$ cat src/hdl/apmq_pkg.sv
// Shared types and codes for the alarm priority message queue.
package apmq_pkg;

  localparam int unsigned ID_W    = 32;
  localparam int unsigned TOTAL_W = 5;

  // operation codes
  localparam logic OP_SEND = 1'b0;
  localparam logic OP_RECV = 1'b1;

  // message kinds
  localparam logic KIND_NORMAL = 1'b0;
  localparam logic KIND_ALARM  = 1'b1;

  // result status codes
  localparam logic [1:0] ST_OK       = 2'd0;
  localparam logic [1:0] ST_NO_ROOM  = 2'd1;
  localparam logic [1:0] ST_NULL_MSG = 2'd2;
  localparam logic [1:0] ST_NO_MSG   = 2'd3;

  typedef struct packed {
    logic            operation;
    logic            kind;
    logic [ID_W-1:0] msg_id;
  } apmq_in_t;

  typedef struct packed {
    logic [1:0]         status;
    logic               out_kind;
    logic [ID_W-1:0]    out_id;
    logic [TOTAL_W-1:0] total_count;
    logic               alarm_count;
  } apmq_out_t;

endpackage

$ cat src/hdl/apmq_store.sv
// Normal-message storage with a registered, prefetched head-of-queue read.
module apmq_store #(
  parameter int unsigned DEPTH = 16,
  parameter int unsigned AW    = 4
) (
  input  logic                      clk,
  input  logic                      wr_en,
  input  logic [AW-1:0]             wr_addr,
  input  logic [apmq_pkg::ID_W-1:0] wr_data,
  input  logic [AW-1:0]             rd_addr_nxt,
  output logic [apmq_pkg::ID_W-1:0] head_data
);

  logic [apmq_pkg::ID_W-1:0] mem [DEPTH];
  logic [apmq_pkg::ID_W-1:0] head_r;

  always_ff @(posedge clk) begin
    if (wr_en) begin
      mem[wr_addr] <= wr_data;
    end
  end

  // head_r always tracks the entry at the read pointer; forward a write
  // that lands on the entry about to become the head
  always_ff @(posedge clk) begin
    if (wr_en && (wr_addr == rd_addr_nxt)) begin
      head_r <= wr_data;
    end else begin
      head_r <= mem[rd_addr_nxt];
    end
  end

  assign head_data = head_r;

endmodule

$ cat src/hdl/alarm_priority_message_queue_top.sv
// Top level of the alarm priority message queue.
//
// Usage: each input transaction on in_* is a send (operation 0) or a receive
// (operation 1). A send queues msg_id as a normal message or into the single
// alarm slot; a receive returns the alarm first, then normal messages in
// arrival order. Every input transaction gives exactly one result
// transaction on out_*, carrying a status and the message and alarm counts
// held after the operation.
// Path: an accepted input transaction is held in the input register, then its
// result is captured in the result register that drives out_*. Throughput:
// one transaction per cycle while the receiver keeps out_ready high, set by
// the combinational update of pointers, counts and the alarm slot, with the
// queue head kept prefetched in a register by the store.
// Reset (rst_n low, synchronous) empties the queue and drops any transaction
// in flight; store contents are not cleared and need no sweep.
// When the receiver stalls, the result register holds and the input register
// fills; in_ready drops only once both are occupied.
module alarm_priority_message_queue_top #(
  parameter int unsigned DEPTH = 16
) (
  input  logic                clk,
  input  logic                rst_n,
  input  logic                in_valid,
  output logic                in_ready,
  input  apmq_pkg::apmq_in_t  in_data,
  output logic                out_valid,
  input  logic                out_ready,
  output apmq_pkg::apmq_out_t out_data
);

  localparam int unsigned AW = (DEPTH > 1) ? $clog2(DEPTH) : 1;
  localparam int unsigned CW = $clog2(DEPTH + 1);
  localparam int unsigned SW = (CW + 1 > apmq_pkg::TOTAL_W) ? CW + 1 : apmq_pkg::TOTAL_W;

  // input stage
  logic               s1_valid_r;
  apmq_pkg::apmq_in_t s1_item_r;

  // result stage
  logic                out_valid_r;
  apmq_pkg::apmq_out_t out_data_r;
  apmq_pkg::apmq_out_t res;

  // queue state
  logic                      alarm_valid_r, alarm_valid_nxt;
  logic [apmq_pkg::ID_W-1:0] alarm_id_r, alarm_id_nxt;
  logic [AW-1:0]             rd_ptr_r, rd_ptr_nxt;
  logic [AW-1:0]             wr_ptr_r, wr_ptr_nxt;
  logic [CW-1:0]             cnt_r, cnt_nxt;

  logic                      wr_en;
  logic [apmq_pkg::ID_W-1:0] head_data;
  logic [SW-1:0]             total_sum;

  logic out_free;
  logic s1_fire;

  assign out_free = !out_valid_r || out_ready;
  assign s1_fire  = s1_valid_r && out_free;
  assign in_ready = !s1_valid_r || out_free;

  always_ff @(posedge clk) begin
    if (!rst_n) begin
      s1_valid_r <= 1'b0;
    end else if (in_ready) begin
      s1_valid_r <= in_valid;
    end
  end

  always_ff @(posedge clk) begin
    if (in_valid && in_ready) begin
      s1_item_r <= in_data;
    end
  end

  always_comb begin
    alarm_valid_nxt = alarm_valid_r;
    alarm_id_nxt    = alarm_id_r;
    rd_ptr_nxt      = rd_ptr_r;
    wr_ptr_nxt      = wr_ptr_r;
    cnt_nxt         = cnt_r;
    wr_en           = 1'b0;
    res.status      = apmq_pkg::ST_OK;
    res.out_kind    = apmq_pkg::KIND_NORMAL;
    res.out_id      = '0;
    if (s1_fire) begin
      if (s1_item_r.operation == apmq_pkg::OP_SEND) begin
        // null check takes precedence over the room checks
        priority if (s1_item_r.msg_id == '0) begin
          res.status = apmq_pkg::ST_NULL_MSG;
        end else if (s1_item_r.kind == apmq_pkg::KIND_ALARM) begin
          if (alarm_valid_r) begin
            res.status = apmq_pkg::ST_NO_ROOM;
          end else begin
            alarm_valid_nxt = 1'b1;
            alarm_id_nxt    = s1_item_r.msg_id;
          end
        end else if (cnt_r == CW'(DEPTH)) begin
          res.status = apmq_pkg::ST_NO_ROOM;
        end else begin
          wr_en      = 1'b1;
          wr_ptr_nxt = (wr_ptr_r == AW'(DEPTH - 1)) ? '0 : wr_ptr_r + 1'b1;
          cnt_nxt    = cnt_r + 1'b1;
        end
      end else begin
        priority if (alarm_valid_r) begin
          res.out_kind    = apmq_pkg::KIND_ALARM;
          res.out_id      = alarm_id_r;
          alarm_valid_nxt = 1'b0;
          alarm_id_nxt    = '0;
        end else if (cnt_r != '0) begin
          res.out_id = head_data;
          rd_ptr_nxt = (rd_ptr_r == AW'(DEPTH - 1)) ? '0 : rd_ptr_r + 1'b1;
          cnt_nxt    = cnt_r - 1'b1;
        end else begin
          res.status = apmq_pkg::ST_NO_MSG;
        end
      end
    end
    total_sum       = SW'(cnt_nxt) + SW'(alarm_valid_nxt);
    res.total_count = total_sum[apmq_pkg::TOTAL_W-1:0];
    res.alarm_count = alarm_valid_nxt;
  end

  always_ff @(posedge clk) begin
    if (!rst_n) begin
      alarm_valid_r <= 1'b0;
      alarm_id_r    <= '0;
      rd_ptr_r      <= '0;
      wr_ptr_r      <= '0;
      cnt_r         <= '0;
    end else begin
      alarm_valid_r <= alarm_valid_nxt;
      alarm_id_r    <= alarm_id_nxt;
      rd_ptr_r      <= rd_ptr_nxt;
      wr_ptr_r      <= wr_ptr_nxt;
      cnt_r         <= cnt_nxt;
    end
  end

  always_ff @(posedge clk) begin
    if (!rst_n) begin
      out_valid_r <= 1'b0;
    end else if (s1_fire) begin
      out_valid_r <= 1'b1;
    end else if (out_ready) begin
      out_valid_r <= 1'b0;
    end
  end

  always_ff @(posedge clk) begin
    if (s1_fire) begin
      out_data_r <= res;
    end
  end

  assign out_valid = out_valid_r;
  assign out_data  = out_data_r;

  apmq_store #(
    .DEPTH (DEPTH),
    .AW    (AW)
  ) u_store (
    .clk         (clk),
    .wr_en       (wr_en),
    .wr_addr     (wr_ptr_r),
    .wr_data     (s1_item_r.msg_id),
    .rd_addr_nxt (rd_ptr_nxt),
    .head_data   (head_data)
  );

endmodule

$ cat config.mk
export PLATFORM = sky130hd
export DESIGN_NAME = alarm_priority_message_queue_top
export DESIGN_NICKNAME = d
export VERILOG_FILES = /design/src/hdl/apmq_pkg.sv /design/src/hdl/apmq_store.sv /design/src/hdl/alarm_priority_message_queue_top.sv
export SDC_FILE = /design/constraint.sdc
export NUM_CORES = 1
export LEC_CHECK = 0
export ABC_AREA = 1
export BUFFER_PORTS_ARGS = -buffer_cell sky130_fd_sc_hd__buf_4
export CAP_MARGIN = 20
export CORE_MARGIN = 4
export CORE_UTILIZATION = 55
export CTS_BUF_LIST = sky130_fd_sc_hd__clkbuf_16
export DETAILED_ROUTE_END_ITERATION = 12
export GPL_TIMING_DRIVEN = 0
export HOLD_SLACK_MARGIN = 0.08
export PLACE_DENSITY = 0.73
export RECOVER_POWER = 50
export SLEW_MARGIN = 20
export SYNTH_ARGS = -nofsm -noshare
export SYNTH_HDL_FRONTEND = slang
export SYNTH_SLANG_ARGS = --single-unit
$ cat constraint.sdc
create_clock -name clk -period 6.1 [get_ports clk]
set_clock_uncertainty 0.15 [all_clocks]
set_input_delay 0.915 -clock clk [delete_from_list [all_inputs] [get_ports clk]]
set_output_delay 0.915 -clock clk [all_outputs]
set_load 0.005 [all_outputs]
# Yosys cells after proc, flatten, opt, wreduce, memory -nomap -nowiden
# Memory sizes are Yosys's and may differ from the RTL's. A register that Yosys moved wholly into a read port is not among the register bits.
# Index checks and enable logic that the tools add are counted.
[totals] output_inout_bits=43 romBits=0 ff_bits=123 latchBits=0 wordCells=84 mem_count=1 ram_bits=512
[classes] shifts=0 n_mul=0 muxes=41 n_lt_le_gt_ge=0 n_reduce_logical=12 bitwise=4 eq_ne=6 n_addsub=5 n_div=0
[memory_table] memory="u_store.mem" depth=16 word_bits=32 read_ports=1 rd_clocked_by_memory_dff=1 write_ports=1 line_no="apmq_store.sv:14" rtl="logic [apmq_pkg::ID_W-1:0] mem [DEPTH];"
[ops] cell="$mux W32" n=7
[ops] cell="$mux W5" n=7
[ops] cell="$logic_not A32 Y1" n=1
[ops] cell="$mux W4" n=6
[ops] cell="$mux W1" n=16
[ops] cell="$mux W2" n=5
[ops] cell="$reduce_and A5 Y1" n=2
[ops] cell="$add A4 B1 Y4 const B" n=2
[ops] cell="$eq A4 B4 Y1 const B" n=2
[ops] cell="$add A5 B1 Y5" n=1
[ops] cell="$add A5 B1 Y5 const B" n=1
[ops] cell="$eq A5 B5 Y1 const B" n=1
[ops] cell="$reduce_bool A5 Y1" n=1
[ops] cell="$sub A5 B1 Y5 const B" n=1
[ops] cell="$ne A2 B2 Y1 const B" n=2
[ops] cell="$not A1 Y1" n=4
[ops] cell="$reduce_bool A2 Y1" n=2
[ops] cell="$logic_and A1 B1 Y1" n=2
[ops] cell="$logic_not A1 Y1" n=2
[ops] cell="$logic_or A1 B1 Y1" n=2
[ops] cell="$ne A2 B1 Y1 const B" n=1

# Longest topological paths before layout
# Gate-level depths: netlist (run 1).
[depth] ltp_word=8 depth_mapped=15 ltp_nobuf=15

# By module
# From an unflattened synthesis (run 1), not the netlist that was laid out.
[hier_totals] cells_unflattened=2583 hier_area_um2=27231.1
[modules_own_cells] mod="apmq_store" cells_each=2092 instances=1 seq_area_each_um2=15454.8 area_each_um2=22170.0
[modules_own_cells] mod="alarm_priority_message_queue_top" cells_each=491 instances=1 seq_area_each_um2=3213.1 area_each_um2=5061.1

# Least setup slack after synthesis (run 1)
# Ideal clock, no wire load.
[synth_timing] kind="input to register" from="in out_ready" to="mem u_store.mem[11][0] (netlist name), enable pin" n_path_buf=0 required_time_ns=5.529 t_arrival_ns=3.041 path_slack_ns=2.488 cell_stages=6 setup_ns=0.421 path_cell_list="inv_1 nand2_1 nand2_2 nor4_4 nand3_1 nor2_1"
[synth_between] elab_chain_len=5
[synth_rtl] item="start, declared" line_no="alarm_priority_message_queue_top.sv:27" rtl="input logic out_ready,"
[synth_rtl] item="$logic_or A1 B1 Y1" line_no="alarm_priority_message_queue_top.sv:58" rtl="assign out_free = !out_valid_r || out_ready;"
[synth_rtl] item="$logic_and A1 B1 Y1" line_no="alarm_priority_message_queue_top.sv:59" rtl="assign s1_fire = s1_valid_r && out_free;"
[synth_rtl] item="$mux W1" line_no="alarm_priority_message_queue_top.sv:86" rtl="if (s1_fire) begin"
[synth_rtl] item="$mux W1" line_no="apmq_store.sv:18" rtl="if (wr_en) begin"
[synth_rtl] item="$mux W1 (implied by the code)" line_no="apmq_store.sv:19" rtl="mem[wr_addr] <= wr_data;"
[synth_rtl] item="end, declared" line_no="apmq_store.sv:14"
# No other way between the ends.

==> impl_metrics.tcl, run 1 <==
set metrics [dict create \
    dpl-instance-area_um2 27400 \
    crit_type "input pin to register" \
    grt_pass1_vias 17145 \
    io_buffer_count 80 \
    critPathLaunchType "input pin" \
    fillers 3286 \
    regToRegSetupSlack_ns 2.36 \
    fin_crit_ns 3.87 \
    place_congestion 0.943 \
    vias 17775 \
    grt_pass1_wl_um 108000 \
    seq_area_frac_synth_pct 73.3 \
    powerDensity_nw_per_um2 320 \
    synth_xor_area_share_pct 0.172 \
    leakage_nw 9.98 \
    min_from "alarm_id_r[10]$_SDFFE_PN0P_" \
    layoutNonFillerInstCount 2808 \
    rows 78 \
    endpoint_kind "register" \
    required_ns 6.28 \
    cts-resized-gates 0 \
    grt_usage_pct 29.0 \
    violations "capacitance limit, slew limit" \
    status "complete, but fails checks" \
    grt_max_degree 26 \
    final_util_pct 64.5 \
    synth_edf_count 587 \
    power_mw 9.40 \
    die-width_um 223 \
    syn_area_um2 25500 \
    place_inst 2688 \
    cts_buffers 66 \
    diodes 0 \
    avgRoutedWirePerCell_um 26.3 \
    holdWs_ns 0.321 \
    area_growth_pct 15.5 \
    slew_violations 26 \
    vias_per_cell 6.33 \
    wirelength_um 73900 \
    rr_worst_depth 11 \
    max_freq_mhz 259 \
    clk_pin_slew_worst_paths_ns 0.06 \
    relSlewSlack_pct -15.7 \
    syn_avg_cell_area_um2 12.8 \
    drt_iter0_drc 2622 \
    antenna_found_initial 0 \
    cts_tree "done" \
    tns_ns 0 \
    layout_setup_ws_ns 2.23 \
    r2r-end "out_data[5]$_DFFE_PP_" \
    dpl.hpwl_um 49500 \
    synth_fa_ha_area_share_pct 0.393 \
    drive_above_1_share_pct 15.2 \
    synth-compound-area-share_pct 13.0 \
    max-vdd-ir-drop_mv 0.226 \
    drc 0 \
    clk_latency_ns 0.60 \
    worst_slew_pin_slew_ns 1.74 \
    yosys_warnings 0 \
    cts.sinks 639 \
    synthFlopType "edfxtp_1" \
    ioPinCount 81 \
    initial_utilization_pct 55.9 \
    core_area_um2 45600 \
    synth_nets 2033 \
    cts_root_buf "clkbuf_16" \
    ys_seq_elements 639 \
    synth_top_family_by_area "compound AO/OA/AOI/OAI gates" \
    cp_max_fo 23 \
    hold_viol_final 0 \
    cts_buffer_depth 3 \
    fin_nets 2202 \
    dr.pass1.iters 7 \
    r2r-start "out_valid$_SDFFE_PN0P_" \
    finalCritPeriodShare_pct 63.4 \
    hold_class "register to register" \
    die-area_um2 49800 \
    setup_viol 0 \
    post_cts_buffers 0 \
    drtAntennaViolNets 0 \
    grt-ovfl-total 0 \
    cts_hold_buf 0 \
    final_area_um2 29400 \
    postSynthCellCount 1987 \
    h-tree-depth 3 \
    synth.distinct_cells 44 \
    die_y_um 223 \
    async_flop_share_pct 0 \
    worstHoldEndpoint "alarm_id_r[10]$_SDFFE_PN0P_" \
    rsz0062_at_grt "no" \
    max_cap_viol_count 1 \
    min_delay_path_depth 2 \
    synth-simple-area-share_pct 9.44 \
    yosys-mux-area-fraction_pct 0.0786 \
    place_ws_ns 2.58 \
    worstPathArrival_ns 4.05 \
]
Yosys cell counts, types with 2 or more instances:
cell | instances | area [um2]
o221ai_1 | 12 | 105
o21ai_1 | 35 | 175
clkinv_1 | 2 | 7.51
ha_1 | 8 | 100
o211ai_1 | 15 | 113
xor2_1 | 5 | 43.8
buf_8 | 2 | 30.0
nand3_1 | 57 | 285
a21oi_2 | 9 | 78.8
inv_4 | 2 | 12.5
o21ai_0 | 284 | 1420
clkbuf_1 | 53 | 199
dfxtp_1 | 52 | 1040
a21oi_1 | 48 | 240
edfxtp_1 | 587 | 17600
nor2_4 | 2 | 22.5
buf_1 | 8 | 30.0
buf_4 | 17 | 128
buf_2 | 41 | 205
o22ai_1 | 100 | 626
mux2i_1 | 2 | 20.0
inv_2 | 5 | 18.8
nand4_1 | 4 | 25.0
nor2_2 | 5 | 31.3
a211oi_2 | 22 | 275
nand2_2 | 14 | 87.6
nor3_1 | 3 | 15.0
nand2_1 | 99 | 372
nand3_2 | 2 | 20.0
inv_1 | 66 | 248
nor2_1 | 381 | 1430
o32ai_1 | 22 | 193
o31ai_1 | 4 | 30.0
nand2_4 | 4 | 45.0
buf_6 | 5 | 56.3
a211oi_1 | 2 | 15.0
worst max-delay path by stage:
stage                                        from                            end  cells past startpoint
after floorplan                         out_ready   u_store.mem[11][0]$_DFFE_PP_                      6
after global placement                  out_ready  u_store.mem[12][18]$_DFFE_PP_                      7
after detailed placement                out_ready  u_store.mem[10][21]$_DFFE_PP_                      8
after CTS                 s1_item_r[22]$_DFFE_PP_  u_store.mem[10][20]$_DFFE_PP_                      9
after global routing                    out_ready          out_data[5]$_DFFE_PP_                     13
final                                   out_ready          out_data[5]$_DFFE_PP_                     13
power breakdown:
group | switching, mW | internal [mW]
clock network | 1.65 | 2.16
registers | 0.0837 | 4.84
logic | 0.470 | 0.203
critical path: stages:
cell	delay, ns
clkbuf_4	0.10
inv_1	0.04
nand2_1	0.07
nand2_1	0.26
inv_1	0.78
clkbuf_1	1.05
o21ai_0	0.29
a21oi_2	0.18
nand2_1	0.08
nand2_2	0.10
nor2_2	0.06
nand3_1	0.07
nand2_1	0.05
state kept, by name, summed over array words and instances (netlist names), named ones only:
signal / cells
u_store.mem: 512
out_data: 41
s1_item_r: 34
alarm_id_r: 32
cnt_r: 5
rd_ptr_r: 4
wr_ptr_r: 4
alarm_valid_r: 1
out_valid: 1
s1_valid_r: 1
layer usage:
metal  global-route usage [%]  up-vias  wire (um)
met3                     6.83      250       9810
met4                     14.1        0       3810
li1                         -     7642          -
met5                        0        -          0
met1                     38.9     8593      26500
met2                     45.1     1290      33700
cell usage in the layout (no fill, tap or decap), drive strengths merged:
cell,instances
xor2,5
nand4,5
o221ai,12
dfxtp,52
o21bai,1
nor4,1
mux2i,2
clkbuf,163
bufinv,3
a22o,1
and2,1
nor3,4
buf,132
ha,8
edfxtp,587
nor2,389
clkinvlp,1
o21ai,319
clkinv,32
o32ai,22
o31ai,4
a21oi,58
nand2,117
nand3,59
o211ai,15
a211oi,24
o22ai,100
inv,91
cell type report:
class                           count  area [um2]  area share, %
Sequential cell                   639       18700           63.5
Multi-Input combinational cell   1147        5990           20.4
Clock buffer                       68        1700           5.78
Timing Repair Buffer              101        1040           3.53
Tap cell                          600         751           2.55
Inverter                           75         285          0.970
Buffer                            126         644           2.19
Clock inverter                     52         342           1.16
kinds of logic after synthesis:
family          after synthesis
flops                       639
simple gates                576
compound gates              556
buf+inv                     201
fa+ha+maj                     8
xor+xnor                      5
mux                           2
Note: power is estimated with default switching activity, not from simulation.
==> inputs of run 2 (changes only) <==
--- a/config.mk
+++ b/config.mk
@@ -5,7 +5,7 @@
 export SDC_FILE = /design/constraint.sdc
 export NUM_CORES = 1
 export LEC_CHECK = 0
-export ABC_AREA = 1
+export ABC_AREA = 0
 export BUFFER_PORTS_ARGS = -buffer_cell sky130_fd_sc_hd__buf_4
 export CAP_MARGIN = 20
 export CORE_MARGIN = 4
@@ -14,7 +14,7 @@
 export DETAILED_ROUTE_END_ITERATION = 12
 export GPL_TIMING_DRIVEN = 0
 export HOLD_SLACK_MARGIN = 0.08
-export PLACE_DENSITY = 0.73
+export PLACE_DENSITY = 0.76
 export RECOVER_POWER = 50
 export SLEW_MARGIN = 20
 export SYNTH_ARGS = -nofsm -noshare
==> constraint.sdc (replaced) <==
create_clock -name clk -period 3.3 [get_ports clk]
set_clock_uncertainty 0.15 [all_clocks]
set_input_delay 0.495 -clock clk [delete_from_list [all_inputs] [get_ports clk]]
set_output_delay 0.495 -clock clk [all_outputs]
set_load 0.005 [all_outputs]
==> impl_metrics.tcl, run 2 <==
set metrics [dict create \
    place_congestion 0.878 \
    r2r-end "out_data[5]$_DFFE_PP_" \
    fin_nets 1521 \
    dpl.hpwl_um 35500 \
    synth.distinct_cells 63 \
    synth-simple-area-share_pct 3.18 \
    cts_buffers 61 \
    cts_buffer_depth 3 \
    top_register "u_store.mem" \
    vias 13325 \
    h-tree-depth 2 \
    initial_utilization_pct 56.2 \
    yosys_warnings 0 \
    r2r-start "s1_item_r[28]$_DFFE_PP_" \
    layoutNonFillerInstCount 2111 \
    worstHoldEndpoint "out_valid$_SDFFE_PN0P_" \
    place_inst 1884 \
    ys_seq_elements 639 \
    hold_viol_final 0 \
    dpl-instance-area_um2 26600 \
    synth_top_family_by_area "multiplexers" \
    synth_nets 1238 \
    mostFrequentLayoutCells "587 x edfxtp_1, 128 x mux4_2, 82 x clkbuf_4" \
    violations "capacitance limit, slew limit" \
    drt_iter0_drc 1796 \
    diodes 0 \
    worstPathArrival_ns 3.46 \
    synthTopCellsByArea "edfxtp_1 72%, mux4_2 12%, dfxtp_1 4.3%" \
    seq_area_frac_synth_pct 76.3 \
    rsz0062_at_grt "yes" \
    fin_crit_ns 3.24 \
    synth_fa_ha_area_share_pct 0.409 \
    wirelength_um 59100 \
    hold_class "input pin to register" \
    avgRoutedWirePerCell_um 28.0 \
    yosysMostFrequentCell "edfxtp_1" \
    drive_above_1_share_pct 28.9 \
    regToRegSetupSlack_ns 0.06 \
    io_buffer_count 80 \
    grt_pass1_vias 13451 \
    vias_per_cell 6.31 \
    clk_latency_ns 0.64 \
    core_area_um2 43600 \
    synthFlopType "edfxtp_1" \
    drtAntennaViolNets 0 \
    critPathLaunchType "register" \
    cts_tree "done" \
    setup_viol 0 \
    min_delay_path_depth 3 \
    largest_register_ffs 512 \
    synth-compound-area-share_pct 5.17 \
    grt_max_degree 51 \
    slew_violations 16 \
    synth_edf_count 587 \
    grt_pass1_wl_um 87100 \
    max_cap_viol_count 1 \
    final_util_pct 68.1 \
    die_y_um 219 \
    grt-ovfl-total 0 \
    async_flop_share_pct 0 \
    synth_top_cells_by_count "587 x edfxtp_1, 128 x mux4_2, 63 x a22o_1" \
    power_mw 16.5 \
    endpoint_kind "register" \
    rows 76 \
    leakage_nw 9.55 \
    cp_max_fo 18 \
    fillers 2727 \
    synth_xor_area_share_pct 0.251 \
    tns_ns 0 \
    cts_root_buf "clkbuf_16" \
    die-width_um 219 \
    final_common_cell "edfxtp_1" \
    rr_worst_depth 10 \
    synth_top_area_share_pct 72.1 \
    finalCritPeriodShare_pct 98.2 \
    powerDensity_nw_per_um2 557 \
    postSynthCellCount 1192 \
    yosys-mux-area-fraction_pct 13.1 \
    min_from "out_ready" \
    crit_type "register to register" \
    cts.sinks 639 \
    yosysTopAreaCell "edfxtp_1" \
    grt_usage_pct 25.1 \
    dr.pass1.iters 6 \
    status "complete, but fails checks" \
    syn_avg_cell_area_um2 20.5 \
    clk_pin_slew_worst_paths_ns 0.06 \
    syn_area_um2 24500 \
    area_growth_pct 21.3 \
    final_area_um2 29700 \
    max-vdd-ir-drop_mv 0.471 \
    relSlewSlack_pct -2.18 \
    antenna_found_initial 0 \
    worst_slew_pin_slew_ns 1.53 \
    ioPinCount 81 \
    max_freq_mhz 309 \
    drc 0 \
    required_ns 3.52 \
    die-area_um2 47900 \
]
## run 2: cell count changes in the layout (fill, tap and decap cells not counted), sizes merged, moves of 31 or more
| cell | delta |
|---|---|
| nand2 | -103 |
| mux4 | +128 |
| o22ai | -100 |
| nand3 | -52 |
| dlygate4sd3 | +36 |
| buf | -31 |
| nor2 | -365 |
| o21ai | -312 |
| nor2b | +38 |
| a22o | +63 |
| clkbuf | +49 |
| inv | -71 |
## run 2: worst max path at each step
stage | start | end | slack [ns]
after detailed placement | s1_item_r[4]$_DFFE_PP_ | out_data[5]$_DFFE_PP_ | -0.89
after global placement | out_ready | u_store.mem[6][6]$_DFFE_PP_ | -2.99
after floorplan | out_ready | u_store.mem[12][0]$_DFFE_PP_ | -0.46
final | s1_item_r[28]$_DFFE_PP_ | out_data[5]$_DFFE_PP_ | 0.06
after CTS | s1_item_r[6]$_DFFE_PP_ | out_data[5]$_DFFE_PP_ | -0.04
after global routing | s1_item_r[6]$_DFFE_PP_ | out_data[5]$_DFFE_PP_ | -0.15
## run 2: power breakdown
group / internal (mW) / leakage (nW) / switching [mW]
combinational: 0.257 / 2.77 / 0.308
clock: 3.99 / 1.02 / 2.98
sequential: 8.92 / 5.75 / 0.0818
## run 2: layer usage
layer / global-route usage (%) / share of wire [%] / routed length [um] / vias to the layer above
met2: 40.4 / 49 / 28900 / 780
met3: 4.89 / 8.7 / 5130 / 162
met4: 10.1 / 4.0 / 2390 / 0
li1: - / - / - / 5533
met1: 34.3 / 38 / 22700 / 6850
met5: 0 / 0 / 0 / -
## run 2: worst max-delay path, stage by stage, from the launching register on
cell	delay [ns]
edfxtp_1	0.41
buf_12	0.17
nor4_4	0.42
nand4_1	0.31
o21ai_2	0.31
o21ai_0	0.15
xnor2_1	0.24
ha_1	0.24
inv_1	0.08
a2111oi_2	0.37
xnor2_1	0.13
## run 2: what timing repair did
| action | in CTS | in global routing |
|---|---|---|
| setup endpoints to repair | 528 | 445 |
| gates resized for setup | 11 | 3 |
| hold buffers | 36 | 0 |
| endpoints found under the hold margin | 41 | 0 |
| pin swaps | 17 | 2 |
| buffers inserted | 47 | 30 |
## run 2: area by class of cell
| cell class | instances | area (um2) | share of cell area [%] |
|---|---|---|---|
| buffer | 68 | 345 | 1.16 |
| clock buffer | 61 | 1530 | 5.15 |
| clock inverter | 53 | 482 | 1.62 |
| inverter | 9 | 33.8 | 0.114 |
| multi-input combinational | 476 | 5620 | 19.0 |
| sequential | 639 | 18700 | 62.9 |
| tap | 585 | 732 | 2.47 |
| timing repair buffer | 220 | 2250 | 7.59 |
## run 2: kinds of logic after synthesis
logic type	after synthesis
muxes	161
xor gates and xnor gates	7
AOI/OAI and AO/OA	170
adders and majority gates	8
and+or+nand+nor	130
DFF	639
buffers and inverters	77
## run 2: stage by stage
step	setup slack, ns	hold WS [ns]
after floorplan	-0.465	0.296
after global placement	-2.99	0.311
after detailed placement	-0.891	0.317
after CTS	-0.0394	0.112
after global routing	-0.152	0.134
final	0.0587	0.128
